### src/luma_area_downscaler_macros.svh
`ifndef LUMA_AREA_DOWNSCALER_MACROS_SVH
`define LUMA_AREA_DOWNSCALER_MACROS_SVH

// Clocked check that is switched off while reset is held.
`define LDS_CHECK(lbl, clk, rstn, prop, msg) \
    lbl: assert property (@(posedge clk) disable iff (!rstn) prop) else $error(msg);

// Clocked check that also holds during reset.
`define LDS_CHECK_ALWAYS(lbl, clk, prop, msg) \
    lbl: assert property (@(posedge clk) prop) else $error(msg);

`endif

### src/lds_pkg.sv
`timescale 1ns / 1ps
package lds_pkg;
    localparam int MAX_SRC_DIM   = 4096;
    localparam int MAX_OUT_WIDTH = 512;

    localparam int DIM_W   = 13;
    localparam int POS_W   = 12;
    localparam int OCOL_W  = 9;
    localparam int OW_W    = 10;
    localparam int STEP_W  = 11;
    localparam int SUM_W   = 22;
    localparam int TAPS_W  = 6;
    localparam int LUMA_W  = 16;
    localparam int LEVEL_W = 16;

    localparam int DIV_NUM_W = 32;
    localparam int DIV_DEN_W = 14;
    localparam int DIV_CNT_W = 5;

    localparam logic [7:0] LUMA_WB = 8'd29;
    localparam logic [7:0] LUMA_WG = 8'd150;
    localparam logic [7:0] LUMA_WR = 8'd77;

    localparam logic [1:0] CFG_SRC_WIDTH  = 2'd0;
    localparam logic [1:0] CFG_SRC_HEIGHT = 2'd1;
    localparam logic [1:0] CFG_TGT_WIDTH  = 2'd2;

    typedef struct packed {
        logic [SUM_W-1:0]  sum;
        logic [TAPS_W-1:0] taps;
    } t_col_entry;
endpackage

### src/lds_div.sv
`timescale 1ns / 1ps
module lds_div (
    input  logic                           i_clk,
    input  logic                           i_rst_n,
    input  logic                           i_go,
    input  logic [lds_pkg::DIV_NUM_W-1:0]  i_num,
    input  logic [lds_pkg::DIV_DEN_W-1:0]  i_den,
    output logic                           o_done,
    output logic [lds_pkg::DIV_NUM_W-1:0]  o_quo
);
    import lds_pkg::*;

    logic                 r_busy;
    logic                 r_done;
    logic [DIV_CNT_W-1:0] r_cnt;
    logic [DIV_NUM_W-1:0] r_quo;
    logic [DIV_DEN_W-1:0] r_rem;
    logic [DIV_DEN_W-1:0] r_den;
    logic [DIV_DEN_W:0]   w_rem_sh;
    logic                 w_ge;
    logic [DIV_DEN_W:0]   w_rem_sub;

    assign w_rem_sh  = {r_rem, r_quo[DIV_NUM_W-1]};
    assign w_ge      = (w_rem_sh >= {1'b0, r_den});
    assign w_rem_sub = w_rem_sh - {1'b0, r_den};

    always_ff @(posedge i_clk) begin
        if (!i_rst_n) begin
            r_busy <= 1'b0;
            r_done <= 1'b0;
            r_cnt  <= '0;
        end else begin
            r_done <= 1'b0;
            if (i_go && !r_busy) begin
                r_busy <= 1'b1;
                r_cnt  <= '0;
                r_quo  <= i_num;
                r_rem  <= '0;
                r_den  <= i_den;
            end else if (r_busy) begin
                r_quo <= {r_quo[DIV_NUM_W-2:0], w_ge};
                r_rem <= w_ge ? w_rem_sub[DIV_DEN_W-1:0] : w_rem_sh[DIV_DEN_W-1:0];
                r_cnt <= r_cnt + 1'b1;
                if (r_cnt == DIV_CNT_W'(DIV_NUM_W - 1)) begin
                    r_busy <= 1'b0;
                    r_done <= 1'b1;
                end
            end
        end
    end

    assign o_done = r_done;
    assign o_quo  = r_quo;
endmodule

### config.mk
export PLATFORM = sky130hd
export DESIGN_NAME = lds_div
export DESIGN_NICKNAME = d
export VERILOG_FILES = /design/src/luma_area_downscaler_macros.svh /design/src/lds_pkg.sv /design/src/lds_div.sv
export SDC_FILE = /design/constraint.sdc
export NUM_CORES = 1
export LEC_CHECK = 0
export BUFFER_PORTS_ARGS = -buffer_cell sky130_fd_sc_hd__buf_2
export CAP_MARGIN = 10
export CORE_MARGIN = 2
export CORE_UTILIZATION = 54
export CTS_CLUSTER_DIAMETER = 30
export CTS_CLUSTER_SIZE = 24
export DETAILED_ROUTE_END_ITERATION = 10
export HOLD_SLACK_MARGIN = 0.12
export MAX_ROUTING_LAYER = met4
export PLACE_DENSITY = 0.8
export SLEW_MARGIN = 15
export SYNTH_ARGS = -nofsm -noshare
export SYNTH_HDL_FRONTEND = slang
export SYNTH_SLANG_ARGS = --single-unit
### constraint.sdc
create_clock -name i_clk -period 3.1 [get_ports i_clk]
set_clock_uncertainty 0.05 [all_clocks]
set_input_delay 0.62 -clock i_clk [delete_from_list [all_inputs] [get_ports i_clk]]
set_output_delay 0.62 -clock i_clk [all_outputs]
set_load 0.01 [all_outputs]
Word level (Yosys, flattened, before mapping) --
Index checks and enable logic that the tools add are counted. Widths: inputs -> output; s select.
Word-level totals: output and inout bits 33, register bits after elaboration 67, logic and storage cells 27
Cells by class: $add $sub $neg 2, reduce and logical (&&, ||, !) cells 7, muxes and demuxes 8, eq/ne operators 1, order comparisons 1, bitwise gates (word level) 2
Operator list (count):
- $mux 32 | 2
- $mux 14 | 2
- $ge 15x14->1 | 1
- $sub 14x14->14 | 1
- $add 5x1->5 const B | 1
- $eq 5x5->1 const B | 1
- $mux 1 | 4
- $reduce_and 2->1 | 2
- $reduce_or 3->1 | 1
- $not 1->1 | 2
- $reduce_bool 2->1 | 1
- $reduce_or 2->1 | 1
- $logic_and 1x1->1 | 1
- $logic_not 1->1 | 1

Logic depth before layout (Yosys ltp) --
Gate-level depths: netlist of run 1.
depth after elaboration 4, gate-level depth with buffers 11, mapped depth without buffers 10

Worst setup path after synthesis of run 1 --
No wires, ideal clock.
path type register to register, start point reg r_rem[1], end point reg r_rem[13], data pin, path slack 0.684 ns, stages on the path, launching flop included 10, required time 2.791 ns, arrival 2.108 ns, cell sequence edfxtp_1 -> ha_1 -> o211ai_2 -> a21oi_2 -> o41a_1 -> a211o_1 -> buf_6 -> buf_8 -> o21ai_0 -> a21oi_1
Between the ends: longest elaborated chain between the ends 3, elaborated cells between the ends (all ways) 4, those cells by class 1 x add/sub; 1 x order compare; 2 x mux
Ends and longest elaborated chain:
- start: declaration | RTL line lds_div.sv:17 | logic [DIV_DEN_W-1:0] r_rem;
- start signal: assignment | RTL line lds_div.sv:42 | r_rem <= w_ge ? w_rem_sub[DIV_DEN_W-1:0] : w_rem_sh[DIV_DEN_W-1:0];
- $sub 14x14->14 / $ge 15x14->1 (equally long branches) | RTL line lds_div.sv:25, lds_div.sv:24
- $mux 14 (*) | RTL line lds_div.sv:42
- $mux 14 (*) | RTL line lds_div.sv:40 | end else if (r_busy) begin
Every way passes the cells marked *; elsewhere a longest branch is shown, timed or not. The select of a mux whose other input is x is not followed. A chain may end at the register's enable or synchronous reset.

Final worst setup path of run 1 --
start point reg r_rem[1], end point reg r_rem[10], data pin
Same word-level chain as after synthesis.

==> results of run 1 <==
[kinds of logic after synthesis]
kind of cell	synth area share [%]
muxes	1.73
xor gates and xnor gates	2.47
AOI/OAI and AO/OA	10.5
buffers and inverters	3.95
and+or+nand+nor	20.1
DFF	54.7
adders and majority gates	6.56
[stage by stage]
step	total power [mW]	utilization [%]	instance area (um2)	hold slack, ns
final	2.25	65.8	4180	0.388
after global routing	2.36	65.8	4180	0.375
after CTS	2.26	65.8	4180	0.372
after detailed placement	1.61	63.0	4000	0.475
after global placement	1.59	63.0	4000	0.466
after floorplan	1.48	-	3550	0.488
[cell type report]
class | instances | area share, %
flip-flops and latches | 67 | 46.5
multi-input cells | 250 | 35.3
repair buffers | 84 | 10.2
clock buffers | 9 | 2.97
well taps | 77 | 2.31
inverters | 17 | 1.53
clock inverters | 7 | 1.20
[layout by cell type, fill, tap and decap left out, types with 2 or more instances in the layout]
master / count
inv_6: 3
edfxtp_1: 60
nor3_1: 3
o22ai_1: 3
mux2i_1: 5
or3_1: 2
o21a_1: 5
a211oi_2: 2
o31ai_1: 2
nand2_1: 104
xor2_1: 5
dfxtp_1: 7
a21oi_1: 16
clkinvlp_4: 2
a31oi_1: 2
a21o_1: 3
buf_4: 3
nand2b_1: 3
xnor2_1: 5
inv_1: 17
o21ai_0: 5
buf_2: 81
nor2_1: 18
nor3b_1: 4
and2_2: 2
a211oi_1: 3
nor2b_1: 4
and3_1: 4
ha_1: 17
nand3_1: 9
clkbuf_8: 9
[where the power goes]
part	total (mW)	switching (mW)	internal, mW	leakage, nW
Sequential	1.11	0.0367	1.08	0.630
Clock	0.657	0.363	0.294	0.0841
Combinational	0.478	0.277	0.201	1.20
[layer usage]
metal	wire length [um]	share of wire, %	track usage, %
met3	509	6.9	6.03
met2	3480	47	34.1
met4	120	1.6	7.94
met1	3240	44	29.6
met5	0	0	-
[registers in the layout, indices dropped and copies added (netlist names)]
name    flops
r_rem      14
o_quo      32
r_den      14
o_done      1
r_busy      1
r_cnt       5
[worst reg2reg max path: cells and delay by family (launching register included)]
family,cells,cell delay (ns)
flops,1,0.39
fa+ha+maj,1,0.39
compound gates,5,1.34
simple gates,1,0.24
[final timing paths]
| check | from | endpoint | slack (ns) | depth (start not counted) |
|---|---|---|---|---|
| max reg2reg | r_rem[1] | r_rem[10] | 0.42 | 7 |
| max | r_rem[1] | r_rem[10] | 0.42 | 7 |
| min | i_den[12] | r_den[12] | 0.39 | 1 |
| min reg2reg | o_quo[26] | o_quo[27] | 0.49 | 2 |
[cell usage after synthesis (all sizes together), types with 2 or more instances]
| master | instances | share of area, % |
|---|---|---|
| a211oi | 5 | 1.3 |
| a21o | 4 | 0.88 |
| a21oi | 17 | 2.5 |
| a31oi | 2 | 0.35 |
| and2 | 3 | 0.60 |
| and3 | 5 | 0.92 |
| buf | 4 | 1.2 |
| clkbuf | 9 | 0.95 |
| dfxtp | 7 | 3.9 |
| edfxtp | 60 | 51 |
| ha | 17 | 6.0 |
| inv | 17 | 1.8 |
| mux2i | 5 | 1.4 |
| nand2 | 104 | 11 |
| nand2b | 3 | 0.53 |
| nand3 | 9 | 1.3 |
| nor2 | 18 | 1.9 |
| nor2b | 5 | 0.88 |
| nor3 | 3 | 0.42 |
| nor3b | 4 | 0.85 |
| o211ai | 2 | 0.56 |
| o21a | 6 | 1.3 |
| o21ai | 5 | 0.70 |
| o22ai | 3 | 0.53 |
| o31ai | 2 | 0.42 |
| or3 | 3 | 0.56 |
| xnor2 | 5 | 1.2 |
| xor2 | 5 | 1.2 |
==> impl_metrics.ini, run 1 <==
[power_and_ir_drop]
ir_drop_uv = 374
powerDensity_mw_per_mm2 = 538
power.static_leakage_nw = 1.91

[floorplan]
die_w_um = 85.1
ios = 82
placementRows = 29
die_h_um = 85.1
dieArea_mm2 = 0.00724
core_area_mm2 = 0.00635
initial_utilization_pct = 55.9

[global_route]
grt.total_usage_pct = 22.6
grt_pass1_vias = 2678
overflow = 0
grt_pass1_wl_um = 12400
grt_max_degree = 41
antenna_found_initial = 0

[finish]
area_growth_pct = 17.7
drive_above_1_share_pct = 26.3
layout.area.seq_mm2 = 0.00194
multi_input_area_mm2 = 0.00147
final_cells = 511
final_nets = 496
antennaDiodeCount = 0
fillers = 508

[setup_path]
crit_required_ns = 3.14
crit_family = compound AO/OA/AOI/OAI gates
path_buf_inv = 0
cp_slowest_stage_delay_ns = 0.55
arrival_ns = 2.71
end_kind = register
crit_type = reg2reg
crit_fanout = 19
cp_slowest_cell = a211o_2
start_kind = register
worstPathCellList = ha_1 > o211ai_2 > a21oi_2 > o41a_1 > a211o_2 > nand2_1 > o22ai_1

[sta]
worst_pin_slew_ns = 0.709
finalHoldViolCount = 0
timing.final.ws_setup_ns = 0.425
grt_setup_unrepaired = no
maxSlewHeadroom_pct = 52.7
drv_slew = 0
totalNegativeSetupSlack_ns = 0
setup_viol = 0
fin_crit_sh_pct = 86.3
fin_crit_ns = 2.68
fmax_ghz = 0.374

[logic_synthesis]
syn_area_mm2 = 0.00355
synth_cell_types = 52
ys_ff_latch = 67
ys_seq_area_share_pct = 54.7
synth_cells = 347
synth-edff-count = 60
synthesis.nets = 414
async_flop_share_pct = 0
avgSynthCellArea_um2 = 10.2
yosysWarnings = 0
synthFlopType = edfxtp_1

[clocking]
cts_sinks = 67
cts_resized = 0
numCtsBuffers = 9
clk_path_buf_depth = 2
worst_skew_pair.late_latency_ns = 0.35
post-cts-setup-buffers = 0
path_clk_slew_ns = 0.08
cts_tree = yes
htree_levels = 3
clock-root-buffer = clkbuf_8
cts_hold_buf = 0

[hold_path]
min_path_type = in2reg

[drt]
dr_total_vias = 2731
via_per_inst = 5.34
drtIter0Drc = 171
drt_wl_total_um = 7360
ant_nets = 0
drc_errors = 0
wire_per_inst_um = 14.4
firstDrtPassIters = 4

[placed_design]
placed_cells = 495
place_hpwl_um = 5080
gp_congestion = 0.884
portBuffers = 81
post-place-ws_ns = 0.231

[flow_run]
max_cap_viol_count = 0

[outcome]
status = completed
Note: power is estimated with default switching activity, not from simulation.
==> run 2: changes to the inputs <==
--- a/config.mk
+++ b/config.mk
@@ -7,14 +7,16 @@
 export LEC_CHECK = 0
 export BUFFER_PORTS_ARGS = -buffer_cell sky130_fd_sc_hd__buf_2
 export CAP_MARGIN = 10
+export CELL_PAD_IN_SITES_DETAIL_PLACEMENT = 1
+export CELL_PAD_IN_SITES_GLOBAL_PLACEMENT = 2
 export CORE_MARGIN = 2
-export CORE_UTILIZATION = 54
+export CORE_UTILIZATION = 33
 export CTS_CLUSTER_DIAMETER = 30
 export CTS_CLUSTER_SIZE = 24
 export DETAILED_ROUTE_END_ITERATION = 10
 export HOLD_SLACK_MARGIN = 0.12
 export MAX_ROUTING_LAYER = met4
-export PLACE_DENSITY = 0.8
+export PLACE_DENSITY_LB_ADDON = 0.1
 export SLEW_MARGIN = 15
 export SYNTH_ARGS = -nofsm -noshare
 export SYNTH_HDL_FRONTEND = slang
==> run 2 against run 1 <==
Against the previous run:
- clock-buffer cell count up 2
- critical path depth is the same
- combinational power up 4.4%
- highest routed layer unchanged
- sequential cell count unchanged
- first-iteration DRC count down 51%
- setup slack worse by 0.12 ns
==> impl_metrics.ini, run 2 (same netlist as run 1, synthesis figures left out) <==
[outcome]
status = completed

[power_and_ir_drop]
ir_drop_uv = 213
powerDensity_mw_per_mm2 = 573
power.static_leakage_nw = 1.95

[clocking]
clk_path_buf_depth = 2
cts_sinks = 67
path_clk_slew_ns = 0.08
clock-root-buffer = clkbuf_8
post-cts-setup-buffers = 0
cts_hold_buf = 0
htree_levels = 3
cts_tree = yes
worst_skew_pair.late_latency_ns = 0.34
numCtsBuffers = 9

[drt]
drtIter0Drc = 84
via_per_inst = 4.88
dr_total_vias = 2783
wire_per_inst_um = 15.3
drt_wl_total_um = 8730
drc_errors = 0
firstDrtPassIters = 4
ant_nets = 0

[floorplan]
initial_utilization_pct = 34.2
ios = 82
die_h_um = 108
core_area_mm2 = 0.0104
dieArea_mm2 = 0.0116
placementRows = 37
die_w_um = 108

[placed_design]
place_area_mm2 = 0.00409
gp_congestion = 0.847
placed_cells = 554
place_hpwl_um = 6240
portBuffers = 81

[finish]
largest_reg_flops = 32
fillers = 1217
final_nets = 496
drive_above_1_share_pct = 25.8
area_growth_pct = 21.9
final_common_cell = nand2_1
antennaDiodeCount = 0
fin_util_pct = 41.7
design_area_mm2 = 0.00433
most-common-layout-cells = nand2_1, buf_2, edfxtp_1, nor2_1
final_cells = 570

[setup_path]
rr_worst_depth = 7
cp_slowest_stage_delay_ns = 0.49
worstPathCellList = ha_1 > a21o_1 > a211oi_1 > o31ai_1 > a211o_2 > nand2_1 > o22ai_1
cp_slowest_cell = a211o_2
crit_fanout = 19
end_kind = register
crit_type = reg2reg
start_kind = register
crit_required_ns = 3.11
arrival_ns = 2.81

[global_route]
grt_max_degree = 41
grt_pass1_vias = 2975
grt.total_usage_pct = 16.4
grt_pass1_wl_um = 14200
overflow = 0
antenna_found_initial = 0

[sta]
setup_viol = 0
finalHoldViolCount = 0
totalNegativeSetupSlack_ns = 0
fmax_ghz = 0.358
worst_pin_slew_ns = 0.717
fin_crit_sh_pct = 90.2
maxSlewHeadroom_pct = 52.2
drv_slew = 0
fin_crit_ns = 2.80
grt_setup_unrepaired = no

[flow_run]
max_cap_viol_count = 0

[hold_path]
hold_depth = 1
min_path_type = in2reg
-- run 2: changes by cell type in the layout (fill, tap and decap cells not counted), sizes merged --
cell / change
inv: -3
bufinv: +3
clkinv: -1
clkinvlp: -1
clkbuf: +2
-- run 2: repair_timing --
action | 4_1_cts | 5_1_grt
gates resized for setup | 0 | 1
hold endpoints to repair | 0 | 0
setup endpoints to repair | 0 | 8
-- run 2: cell type report --
type / instances / area [um2] / area share, %
repair buffers: 84 / 440 / 10.2
clock buffers: 11 / 131 / 3.04
clock inverters: 5 / 101 / 2.34
inverters: 17 / 63.8 / 1.47
multi-input cells: 250 / 1480 / 34.2
well taps: 136 / 170 / 3.93
flip-flops and latches: 67 / 1940 / 44.9
-- run 2: critical path: cells and delay by family, from the launching register on --
kind	cells	cell delay, ns
AND/OR/NAND/NOR	1	0.24
flip-flops	1	0.40
AO/OA/AOI/OAI	5	1.44
adder cells (fa/ha/maj)	1	0.39
-- run 2: metrics by stage --
stage	hold WS (ns)	setup slack, ns	power [mW]
2_1_floorplan	0.488	0.684	1.48
3_3_place_gp	0.468	0.293	1.63
3_5_place_dp	0.480	0.0731	1.63
4_1_cts	0.389	0.0509	2.52
5_1_grt	0.390	0.0998	2.61
6_report	0.406	0.303	2.48
-- run 2: final timing paths --
| kind | startpoint | endpoint | slack (ns) |
|---|---|---|---|
| worst min register to register | o_quo[27] | o_quo[28] | 0.50 |
| worst max register to register | r_rem[11] | r_rem[8] | 0.30 |
| worst max-delay path | r_rem[11] | r_rem[8] | 0.30 |
| worst min-delay path | i_den[1] | r_den[1] | 0.41 |
-- run 2: power by group --
group | switching (mW) | internal, mW | leakage [nW] | total (mW)
Sequential | 0.0375 | 1.08 | 0.630 | 1.11
Combinational | 0.294 | 0.205 | 1.21 | 0.499
Clock | 0.332 | 0.533 | 0.111 | 0.865
Total | 0.664 | 1.81 | 1.95 | 2.48
-- run 2: per-layer routing --
metal / track usage (%) / share of wire, % / vias up / wire length, um
li1: - / - / 1374 / -
met1: 20.1 / 46 / 1339 / 4020
met2: 27.1 / 49 / 61 / 4260
met3: 3.51 / 3.8 / 9 / 335
met4: 5.04 / 1.4 / 0 / 120
met5: - / 0 / - / 0
